### config.mk
export PLATFORM = sky130hd
export DESIGN_NAME = imu_frame_parser_unit
export DESIGN_NICKNAME = d
export VERILOG_FILES = /design/src/hw/rtl/imufp_pkg.sv /design/src/hw/rtl/imufp_front.sv /design/src/hw/rtl/imufp_queue.sv /design/src/hw/rtl/imufp_back.sv /design/src/hw/rtl/imu_frame_parser_unit.sv
export VERILOG_INCLUDE_DIRS = /design/src /design/src/hw/rtl
export SDC_FILE = /design/constraint.sdc
export NUM_CORES = 1
export LEC_CHECK = 0
export BUFFER_PORTS_ARGS = -buffer_cell sky130_fd_sc_hd__clkbuf_2
export CORE_UTILIZATION = 25
export DETAILED_ROUTE_END_ITERATION = 7
export PLACE_DENSITY = 0.44
export SETUP_SLACK_MARGIN = 0.02
export SLEW_MARGIN = 5
export SYNTH_ARGS = -nofsm -noshare
export SYNTH_HDL_FRONTEND = slang
export SYNTH_HIERARCHICAL = 1
export SYNTH_SLANG_ARGS = --single-unit
export TNS_END_PERCENT = 5
### constraint.sdc
create_clock -name clk -period 12.1 [get_ports clk]
set_input_delay 0.605 -clock clk [delete_from_list [all_inputs] [get_ports clk]]
set_output_delay 0.605 -clock clk [all_outputs]
set_load 0.02 [all_outputs]
### src/hw/rtl/imu_frame_parser_unit_defines.svh
// Assertion macros used by the IMU frame parser top level
`ifndef IMU_FRAME_PARSER_UNIT_DEFINES_SVH
`define IMU_FRAME_PARSER_UNIT_DEFINES_SVH

// Same-cycle implication, checked on clk and disabled while in reset
`define IFP_ASSERT_IMP(lbl, ante, cons) \
    lbl: assert property (@(posedge clk) disable iff (!rst_n) (ante) |-> (cons)) \
        else $error("imu_frame_parser: check failed");

// Next-cycle implication, checked on clk and disabled while in reset
`define IFP_ASSERT_NXT(lbl, ante, cons) \
    lbl: assert property (@(posedge clk) disable iff (!rst_n) (ante) |=> (cons)) \
        else $error("imu_frame_parser: check failed");

`endif

### src/hw/rtl/imufp_pkg.sv
// Shared types, constants and helpers for the IMU frame parser
`timescale 1ns / 1ps

package imufp_pkg;

    // Frame layout and byte codes
    localparam int unsigned FRAME_BYTES_DEF = 11;
    localparam logic [7:0]  HEADER_BYTE     = 8'h55;
    localparam logic [7:0]  TYPE_RATE       = 8'h52;
    localparam logic [7:0]  TYPE_ORIENT     = 8'h59;

    // Depth of the decoded-frame queue between front and back
    localparam int unsigned QUEUE_DEPTH_DEF = 2;

    // Result kind codes
    localparam logic KIND_RATE = 1'b0;
    localparam logic KIND_QUAT = 1'b1;

    // Checked frame handed from front to back: kind and four raw payload words
    typedef struct packed {
        logic        kind;
        logic [15:0] w0;
        logic [15:0] w1;
        logic [15:0] w2;
        logic [15:0] w3;
    } cmd_t;

    // Two's complement negate with -32768 clamped to 32767
    function automatic logic [15:0] neg_sat(input logic [15:0] v);
        logic [15:0] r;
        if (v == 16'h8000) begin
            r = 16'h7FFF;
        end else begin
            r = 16'(~v + 16'd1);
        end
        return r;
    endfunction

endpackage

### src/hw/rtl/imufp_front.sv
// Front end: header hunt, byte collection, checksum and frame type check
`timescale 1ns / 1ps

module imufp_front #(
    parameter int unsigned FRAME_BYTES = imufp_pkg::FRAME_BYTES_DEF
) (
    input  logic             clk,
    input  logic             rst_n,
    input  logic             in_valid,
    output logic             in_stall,
    input  logic [7:0]       rx_byte,
    input  logic             q_full,
    output logic             q_push,
    output imufp_pkg::cmd_t  q_cmd
);

    localparam int unsigned STORED = FRAME_BYTES - 2;
    localparam int unsigned CNT_W  = $clog2(FRAME_BYTES);
    localparam int unsigned IDX_W  = $clog2(STORED);
    localparam logic [CNT_W-1:0] CHK_POS = CNT_W'(FRAME_BYTES - 1);

    logic [CNT_W-1:0] count_reg, count_next;
    logic [7:0]       sum_reg, sum_next;
    logic [7:0]       store_reg [STORED];
    logic             accept;
    logic             is_idle, is_chk;
    logic [IDX_W-1:0] wr_idx;
    logic             store_wr;
    logic             type_ok;

    assign in_stall = q_full;
    assign accept   = in_valid && !in_stall;
    assign is_idle  = (count_reg == '0);
    assign is_chk   = (count_reg >= CHK_POS);
    assign wr_idx   = IDX_W'(count_reg - CNT_W'(1));
    assign store_wr = accept && !is_idle && !is_chk;

    // Frame position and running sum
    always_comb
    begin
        count_next = count_reg;
        sum_next   = sum_reg;
        if (accept) begin
            if (is_idle) begin
                if (rx_byte == imufp_pkg::HEADER_BYTE) begin
                    sum_next   = rx_byte;
                    count_next = CNT_W'(1);
                end
            end else if (!is_chk) begin
                sum_next   = 8'(sum_reg + rx_byte);
                count_next = CNT_W'(count_reg + CNT_W'(1));
            end else begin
                count_next = '0;
            end
        end
    end

    always_ff @(posedge clk or negedge rst_n)
    begin
        if (!rst_n) begin
            count_reg <= '0;
            sum_reg   <= '0;
        end else begin
            count_reg <= count_next;
            sum_reg   <= sum_next;
        end
    end

    // Type and payload bytes
    always_ff @(posedge clk)
    begin
        for (int i = 0; i < STORED; i++) begin
            if (store_wr && (wr_idx == IDX_W'(i))) begin
                store_reg[i] <= rx_byte;
            end
        end
    end

    // Checksum byte: hand a good frame of known type to the back end
    assign type_ok = (store_reg[0] == imufp_pkg::TYPE_RATE)
                  || (store_reg[0] == imufp_pkg::TYPE_ORIENT);
    assign q_push  = accept && is_chk && (sum_reg == rx_byte) && type_ok;

    assign q_cmd.kind = (store_reg[0] == imufp_pkg::TYPE_ORIENT) ?
                        imufp_pkg::KIND_QUAT : imufp_pkg::KIND_RATE;
    assign q_cmd.w0   = {store_reg[2], store_reg[1]};
    assign q_cmd.w1   = {store_reg[4], store_reg[3]};
    assign q_cmd.w2   = {store_reg[6], store_reg[5]};
    assign q_cmd.w3   = {store_reg[8], store_reg[7]};

endmodule

### src/hw/rtl/imufp_queue.sv
// Short FIFO of checked frames between front and back end
`timescale 1ns / 1ps

module imufp_queue #(
    parameter int unsigned DEPTH = imufp_pkg::QUEUE_DEPTH_DEF
) (
    input  logic             clk,
    input  logic             rst_n,
    input  logic             push,
    input  imufp_pkg::cmd_t  push_cmd,
    input  logic             pop,
    output imufp_pkg::cmd_t  head_cmd,
    output logic             full,
    output logic             empty
);

    localparam int unsigned PTR_W = (DEPTH > 1) ? $clog2(DEPTH) : 1;
    localparam int unsigned CNT_W = $clog2(DEPTH + 1);

    imufp_pkg::cmd_t  mem_reg [DEPTH];
    logic [PTR_W-1:0] wr_ptr_reg, wr_ptr_next;
    logic [PTR_W-1:0] rd_ptr_reg, rd_ptr_next;
    logic [CNT_W-1:0] cnt_reg, cnt_next;
    logic             do_push, do_pop;

    assign full     = (cnt_reg == CNT_W'(DEPTH));
    assign empty    = (cnt_reg == '0);
    assign do_push  = push && !full;
    assign do_pop   = pop && !empty;
    assign head_cmd = mem_reg[rd_ptr_reg];

    // Pointer and fill bookkeeping
    always_comb
    begin
        wr_ptr_next = wr_ptr_reg;
        rd_ptr_next = rd_ptr_reg;
        cnt_next    = cnt_reg;
        if (do_push) begin
            wr_ptr_next = (wr_ptr_reg == PTR_W'(DEPTH - 1)) ? '0 : PTR_W'(wr_ptr_reg + 1'b1);
        end
        if (do_pop) begin
            rd_ptr_next = (rd_ptr_reg == PTR_W'(DEPTH - 1)) ? '0 : PTR_W'(rd_ptr_reg + 1'b1);
        end
        if (do_push && !do_pop) begin
            cnt_next = CNT_W'(cnt_reg + 1'b1);
        end else if (do_pop && !do_push) begin
            cnt_next = CNT_W'(cnt_reg - 1'b1);
        end
    end

    always_ff @(posedge clk or negedge rst_n)
    begin
        if (!rst_n) begin
            wr_ptr_reg <= '0;
            rd_ptr_reg <= '0;
            cnt_reg    <= '0;
        end else begin
            wr_ptr_reg <= wr_ptr_next;
            rd_ptr_reg <= rd_ptr_next;
            cnt_reg    <= cnt_next;
        end
    end

    // Entry storage
    always_ff @(posedge clk)
    begin
        if (do_push) begin
            mem_reg[wr_ptr_reg] <= push_cmd;
        end
    end

endmodule

### src/hw/rtl/imufp_back.sv
// Back end: mount rotation, saturating negate and the output register
`timescale 1ns / 1ps

module imufp_back (
    input  logic                clk,
    input  logic                rst_n,
    input  logic                mount_flip,
    input  logic                q_empty,
    input  imufp_pkg::cmd_t     head_cmd,
    output logic                q_pop,
    output logic                out_valid,
    input  logic                out_stall,
    output logic                frame_kind,
    output logic signed [15:0]  value_a,
    output logic signed [15:0]  value_b,
    output logic signed [15:0]  value_c,
    output logic signed [15:0]  value_d
);

    logic        valid_reg, valid_next;
    logic        kind_reg;
    logic [15:0] a_reg, b_reg, c_reg, d_reg;
    logic [15:0] a_next, b_next, c_next, d_next;

    // Load a new item whenever the output register is free or being taken
    assign q_pop = !q_empty && (!valid_reg || !out_stall);

    always_comb
    begin
        valid_next = valid_reg;
        if (q_pop) begin
            valid_next = 1'b1;
        end else if (!out_stall) begin
            valid_next = 1'b0;
        end
    end

    // Field mapping per frame kind and mount
    always_comb
    begin
        if (head_cmd.kind == imufp_pkg::KIND_QUAT) begin
            if (mount_flip) begin
                a_next = imufp_pkg::neg_sat(head_cmd.w1);
                b_next = head_cmd.w0;
                c_next = imufp_pkg::neg_sat(head_cmd.w3);
                d_next = head_cmd.w2;
            end else begin
                a_next = head_cmd.w0;
                b_next = head_cmd.w1;
                c_next = head_cmd.w2;
                d_next = head_cmd.w3;
            end
        end else begin
            a_next = head_cmd.w0;
            b_next = mount_flip ? imufp_pkg::neg_sat(head_cmd.w1) : head_cmd.w1;
            c_next = mount_flip ? imufp_pkg::neg_sat(head_cmd.w2) : head_cmd.w2;
            d_next = '0;
        end
    end

    always_ff @(posedge clk or negedge rst_n)
    begin
        if (!rst_n) begin
            valid_reg <= 1'b0;
        end else begin
            valid_reg <= valid_next;
        end
    end

    always_ff @(posedge clk)
    begin
        if (q_pop) begin
            kind_reg <= head_cmd.kind;
            a_reg    <= a_next;
            b_reg    <= b_next;
            c_reg    <= c_next;
            d_reg    <= d_next;
        end
    end

    assign out_valid  = valid_reg;
    assign frame_kind = kind_reg;
    assign value_a    = signed'(a_reg);
    assign value_b    = signed'(b_reg);
    assign value_c    = signed'(c_reg);
    assign value_d    = signed'(d_reg);

endmodule

### src/hw/rtl/imu_frame_parser_unit.sv
// Top level of the IMU serial frame parser
`timescale 1ns / 1ps
`include "imu_frame_parser_unit_defines.svh"

// Takes one received serial byte per item and accepts a byte every cycle unless
// stalled. The front end hunts for the 0x55 header, collects the 11-byte frame
// with a running 8-bit sum and checks the checksum byte; good rate (0x52) and
// quaternion (0x59) frames go into a two-entry queue. The back end applies the
// mount rotation and loads the output register, so a frame passes the queue
// and then the output register before out_valid rises. rx_byte is stalled only
// while the queue holds two frames, which takes a stalled output. Results carry
// raw counts (rate) or Q1.15 words (quaternion); scaling is up to the user.
// Register 0 at byte address 0: bit 0 mount_flip, write only while idle.
module imu_frame_parser_unit #(
    parameter int unsigned FRAME_BYTES = imufp_pkg::FRAME_BYTES_DEF,
    parameter int unsigned QUEUE_DEPTH = imufp_pkg::QUEUE_DEPTH_DEF
) (
    input  logic                clk,
    input  logic                rst_n,
    // configuration
    input  logic                psel,
    input  logic                penable,
    input  logic                pwrite,
    input  logic [2:0]          paddr,
    input  logic [31:0]         pwdata,
    output logic [31:0]         prdata,
    output logic                pready,
    // byte input
    input  logic                in_valid,
    output logic                in_stall,
    input  logic [7:0]          rx_byte,
    // results
    output logic                out_valid,
    input  logic                out_stall,
    output logic                frame_kind,
    output logic signed [15:0]  value_a,
    output logic signed [15:0]  value_b,
    output logic signed [15:0]  value_c,
    output logic signed [15:0]  value_d
);

    logic             flip_reg, flip_next;
    logic             cfg_sel;
    logic             q_push, q_pop, q_full, q_empty;
    imufp_pkg::cmd_t  push_cmd, head_cmd;

    // Configuration register
    assign pready  = 1'b1;
    assign cfg_sel = (paddr[2] == 1'b0);
    assign prdata  = cfg_sel ? {31'd0, flip_reg} : 32'd0;

    always_comb
    begin
        flip_next = flip_reg;
        if (psel && penable && pwrite && pready && cfg_sel) begin
            flip_next = pwdata[0];
        end
    end

    always_ff @(posedge clk or negedge rst_n)
    begin
        if (!rst_n) begin
            flip_reg <= 1'b0;
        end else begin
            flip_reg <= flip_next;
        end
    end

    imufp_front #(
        .FRAME_BYTES (FRAME_BYTES)
    ) u_front (
        .clk      (clk),
        .rst_n    (rst_n),
        .in_valid (in_valid),
        .in_stall (in_stall),
        .rx_byte  (rx_byte),
        .q_full   (q_full),
        .q_push   (q_push),
        .q_cmd    (push_cmd)
    );

    imufp_queue #(
        .DEPTH (QUEUE_DEPTH)
    ) u_queue (
        .clk      (clk),
        .rst_n    (rst_n),
        .push     (q_push),
        .push_cmd (push_cmd),
        .pop      (q_pop),
        .head_cmd (head_cmd),
        .full     (q_full),
        .empty    (q_empty)
    );

    imufp_back u_back (
        .clk        (clk),
        .rst_n      (rst_n),
        .mount_flip (flip_reg),
        .q_empty    (q_empty),
        .head_cmd   (head_cmd),
        .q_pop      (q_pop),
        .out_valid  (out_valid),
        .out_stall  (out_stall),
        .frame_kind (frame_kind),
        .value_a    (value_a),
        .value_b    (value_b),
        .value_c    (value_c),
        .value_d    (value_d)
    );

    // A checked frame never arrives at a full queue
    `IFP_ASSERT_IMP(a_no_overflow, q_push, !q_full)
    // A frame taken from the queue shows up on the output next cycle
    `IFP_ASSERT_NXT(a_pop_to_out, q_pop, out_valid)
    // Rate frames carry no fourth word
    `IFP_ASSERT_IMP(a_rate_d_zero, out_valid && (frame_kind == imufp_pkg::KIND_RATE),
                    value_d == 16'sd0)

endmodule
Word level (Yosys, flattened, before mapping)
Memories as Yosys holds them, arrays and structs flattened.
Cells that the tools add are included.
{"block": "totals", "ff_bits": 83, "ramBits": 202, "input_bits": 50, "out_inout_bits": 100, "wordCells": 165, "n_memories": 2}
{"block": "classes", "n_addsub": 10, "order_cmp": 1, "eq_ne": 19, "muxes": 70, "bitwise_logic": 4, "reduce_logical": 47}
{"memory": "u_queue.mem_reg", "depth": 2, "width": 65, "rd": 1, "rd_clocked_by_memory_dff": 0, "wr": 1, "line": "imufp_queue.sv:20", "rtl": "imufp_pkg::cmd_t mem_reg [DEPTH];"}
{"memory": "u_front.store_reg", "depth": 9, "width": 8, "rd": 9, "rd_clocked_by_memory_dff": 0, "wr": 1, "line": "imufp_front.sv:24", "rtl": "logic [7:0] store_reg [STORED];"}
{"cell": "$mux 16", "count": 12}
{"cell": "$mux 8", "count": 11}
{"cell": "$reduce_or 8->1", "count": 8}
{"cell": "$add 16x1->16 const B", "count": 3}
{"cell": "$eq 16x16->1 const B", "count": 3}
{"cell": "$not 16->16", "count": 3}
{"cell": "$mux 4", "count": 11}
{"cell": "$mux 1", "count": 34}
{"cell": "$eq 8x7->1 const B", "count": 3}
{"cell": "$logic_and 1x1->1", "count": 23}
{"cell": "$eq 4x3->1 const B", "count": 4}
{"cell": "$add 8x8->8", "count": 1}
{"cell": "$eq 4x2->1 const B", "count": 2}
{"cell": "$eq 8x8->1", "count": 1}
{"cell": "$logic_not 1->1", "count": 8}
{"cell": "$logic_not 4->1", "count": 2}
{"cell": "$add 4x1->4 const B", "count": 1}
{"cell": "$eq 4x1->1 const B", "count": 1}
{"cell": "$eq 4x4->1 const B", "count": 1}
{"cell": "$ge 4x4->1 const B", "count": 1}
{"cell": "$mux 2", "count": 2}
{"cell": "$ne 2x1->1 const B", "count": 2}
{"cell": "$sub 4x1->4 const B", "count": 1}
{"cell": "$reduce_and 3->1", "count": 1}
{"cell": "10 further kinds", "count": 12}

Logic depth before layout (Yosys ltp)
{"block": "logic_depth", "depth_word": 17, "depth_mapped": 12, "ltp_nobuf": 11}

By module
Netlist, hierarchy kept.
{"mod": "imufp_queue", "instances": 1, "cells_each": 221, "area_each_um2": 5048.6, "seq_area_each_um2": 4003.8}
{"mod": "imufp_back", "instances": 1, "cells_each": 409, "area_each_um2": 4181.5, "seq_area_each_um2": 1976.9}
{"mod": "imufp_front", "instances": 1, "cells_each": 211, "area_each_um2": 3380.7, "seq_area_each_um2": 2462.4}
{"mod": "imu_frame_parser_unit", "instances": 1, "cells_each": 38, "area_each_um2": 301.5, "seq_area_each_um2": 25.0}

Least setup slack after synthesis
OpenSTA, ideal clock, no wires.
{"block": "synth_path", "path_kind": "input port to flip-flop", "startpoint": "in out_stall", "endpoint": "reg u_queue.cnt_reg[1]", "setup_time_ns": 0.079, "t_arrival_ns": 5.341, "required_ns": 12.021, "slack_ns": 6.679, "cell_stages": 6, "n_path_buf": 0, "path_cell_list": "a21oi_1 o21ai_0 ha_1 xor2_1 nor2_1 xor2_1"}
{"block": "synth_via", "elab_chain_len": 7, "elab_cells_between_ends": 9, "classes_between": "mux (1); reduce/logical (8)"}
{"element": "from (decl)", "line": "imu_frame_parser_unit.sv:34", "rtl": "input logic out_stall,"}
{"element": "$logic_not 1->1 (*)", "line": "imufp_back.sv:26", "rtl": "assign q_pop = !q_empty && (!valid_reg || !out_stall);"}
{"element": "$logic_or 1x1->1 (*)", "line": "imufp_back.sv:26"}
{"element": "$logic_and 1x1->1 (*)", "line": "imufp_back.sv:26"}
{"element": "$logic_and 1x1->1 (*)", "line": "imufp_queue.sv:29", "rtl": "assign do_pop = pop && !empty;"}
{"element": "$logic_not 1->1", "line": "imufp_queue.sv:44", "rtl": "if (do_push && !do_pop) begin"}
{"element": "$logic_and 1x1->1", "line": "imufp_queue.sv:44"}
{"element": "$mux 2 / $reduce_bool 2->1 (equally long branches)"}
{"element": "to (signal assigned)", "line": "imufp_queue.sv:60", "rtl": "cnt_reg <= cnt_next;"}
{"element": "to (decl)", "line": "imufp_queue.sv:23", "rtl": "logic [CNT_W-1:0] cnt_reg, cnt_next;"}
Every way passes the cells marked *; elsewhere a longest branch is shown, timed or not.
A chain may end at the register's enable or synchronous reset.

==> results.md <==
* # rows at 82
* RD Place Congestion at 0.800
* Root buffer cell: clkbuf_16
* # DRC at 0
* Final #Nets at ~1000
* Die height at 229 um
* Overall Global Routing Usage at 11.1%
* Detailed-route vias per instance at 4.38
* Startpoint Class: flop
* Antenna viol nets, final at 0
* Netlist Area Pre-Place at 12900 um^2
* Vias at 7262
* Final setup fails at 0
* Vias in the first global route at 7235
* Synth-to-layout area growth at 15.5%
* Port buffer count at 84
* Crit path time final at 4.45 ns
* Post-synth top area cell: edfxtp_1
* Worst path arrival time at 4.87 ns
* Post-cts resize count at 0
* Die W at 229 um
* Grt total ovfl at 0
* Die area at 52600 um^2
* Final Hold Slack at ~0.019 ns
* Peak VDD IR at 0.0000783 V
* Post-synthesis sequential area ratio at 65.6%
* Avg Inst Size Synth at between 10 and 15 um^2
* Most common cell in the synthesized netlist: edfxtp_1
* Leak pwr at around 5.2 nW
* CTS tree: built
* Share of cells above drive strength 1 at 26.0%
* First-pass GRT wire length at approximately 44000 um
* Count of cell types in the netlist at 88
* Top_reg_cell synth: edfxtp_1
* Kind of critical path: reg -> reg
* Io pins at 150
* Initial antenna violation count at 1
* Worst slew pin tran at 1.17 ns
* Area of the core at around 51000 um^2
* Max_cap viols at 0
* Clock-pin slew on the worst setup and hold paths at roughly 0.070 ns
* PD cells at 164 nW/um^2
* Hpwl dp at about 19000 um
* Slew headroom at 21.7%
* Final hold viol count at 0
* Post-route cell area at 14900 um^2
* RSZ-0062 raised after global routing: false
* Hold Crit Class: in -> async
* Worst-Skew Late Latency at 0.57 ns
* Post-CTS Repair Setup Buffers at 0
* Finished Core Util at 29.5%
* Largest net degree at the start of global routing at 70
* # fillers at 5076
* Status: completed
* DRT iter0 DRCs at 550
* Crit path required time at 12.52 ns
* Detailed Routing Iterations Pass 1 at 5
* Wire per inst at 17.9 um
* Clock Skew at 0.0171 ns
* Tcrit/Tclk final at 36.8%
* Antenna Diode Count at 0
* Synth warnings at 6
* Crit-path max FO at 37
* Post-synth EDFFs at 267
* Initial Util at 25.5%
* Clk buf depth at 3
* CTS Buf Count at 31
* Synth area leaders: edfxtp_1, mux2_4, dfrtp_1
* Asr flop ratio synth at 6.32%
* Final setup TNS at 0 ns
* Fmax at 225 MHz
* Area fraction of the dominant cell type after synthesis at just over 60%
* Worst setup margin at 7.65 ns
* Critical Path End Type: flop
* Synth Instances at 879
* Final WL at ~30000 um
* Synthesized flop and latch total at 285
* Hold buffers post-CTS at 0
* Post-place setup slack at 7.57 ns
* Clock Sinks at 285
* Largest register FFs at 130
* Final Slew Violations at 0
* Synth top cells by count: edfxtp_1, nor2_1, nand2_1, mux2_4, buf_4
* H-tree levels at 1
* DP Area at 13900 um^2
==> worst max-delay path, cell delays in order (launching register included) <==
cell and delay (ns):
dfrtp_4 0.76, buf_4 0.67, mux2_2 0.47, inv_1 0.10
ha_1 0.31, or4b_1 0.71, nor4b_4 0.53, or2_1 0.42
nor2_1 0.11, nor3_2 0.19
==> path summary, 6_finish.rpt <==
check | start | endpoint | slack, ns | depth (start not counted)
max | u_queue/rd_ptr_reg | u_back/value_b[9] | 7.65 | 9
min | rst_n | u_front/sum_reg[0] | 0.02 | 1
max reg2reg | u_queue/rd_ptr_reg | u_back/value_b[9] | 7.65 | 9
min reg2reg | u_front/store_reg[6][3] | u_queue/mem_reg[1][27] | 0.44 | 0
max in group asynchronous | rst_n | u_queue/rd_ptr_reg | 11.66 | 1
min in group clk | pwdata[0] | flip_reg | 0.27 | 2
==> area by class of cell <==
| class | instances | area (um^2) | share of cell area [%] |
|---|---|---|---|
| flip-flops and latches | 285 | 8470 | 56.8 |
| multi-input cells | 532 | 4030 | 27.0 |
| clock buffers | 48 | 920 | 6.16 |
| well taps | 672 | 841 | 5.64 |
| repair buffers | 90 | 465 | 3.12 |
| clock inverters | 10 | 118 | 0.788 |
| inverters | 20 | 75.1 | 0.503 |
==> through the flow <==
step | instances | power (mW)
2_1_floorplan | 909 | 1.44
3_3_place_gp | 1599 | 1.51
3_5_place_dp | 1599 | 1.52
4_1_cts | 1657 | 2.48
5_1_grt | 1657 | 2.56
6_report | 1657 | 2.44
==> power by group <==
group	internal (mW)	switching, mW	leakage, nW
combinational	0.126	0.196	2.04
clock	0.565	0.385	0.513
sequential	1.14	0.0348	2.63
==> layout by cell type (no fill, tap or decap), types with 9 or more instances in the layout <==
cell / instances
a21oi_1: 24
and2_1: 9
clkbuf_1: 9
clkbuf_16: 31
clkbuf_2: 84
conb_1: 32
dfrtp_1: 16
edfxtp_1: 267
ha_1: 17
inv_1: 20
mux2_2: 28
mux2_4: 40
mux2i_1: 23
nand2_1: 43
nor2_1: 66
nor3_1: 16
nor4_1: 10
o21ai_0: 27
o22ai_1: 9
xnor2_1: 17
xor2_1: 12
==> per-layer routing <==
metal	share of wire (%)	track usage [%]
met5	0	0
met4	2.1	3.62
met3	4.4	2.10
met2	46	17.6
met1	48	15.2
==> logic make-up (layout without fill, tap and decap cells) <==
logic type / Yosys count / after routing / share of synthesized area [%]
fa+ha+maj: 18 / 18 / 1.80
other cells: 2 / 32 / 0.0582
flops: 285 / 285 / 65.6
buf+inv: 92 / 168 / 4.26
mux: 93 / 93 / 9.05
xor+xnor: 29 / 29 / 1.97
simple gates: 214 / 214 / 9.35
compound gates: 146 / 146 / 7.93
Power figures use the tool's default switching activity.
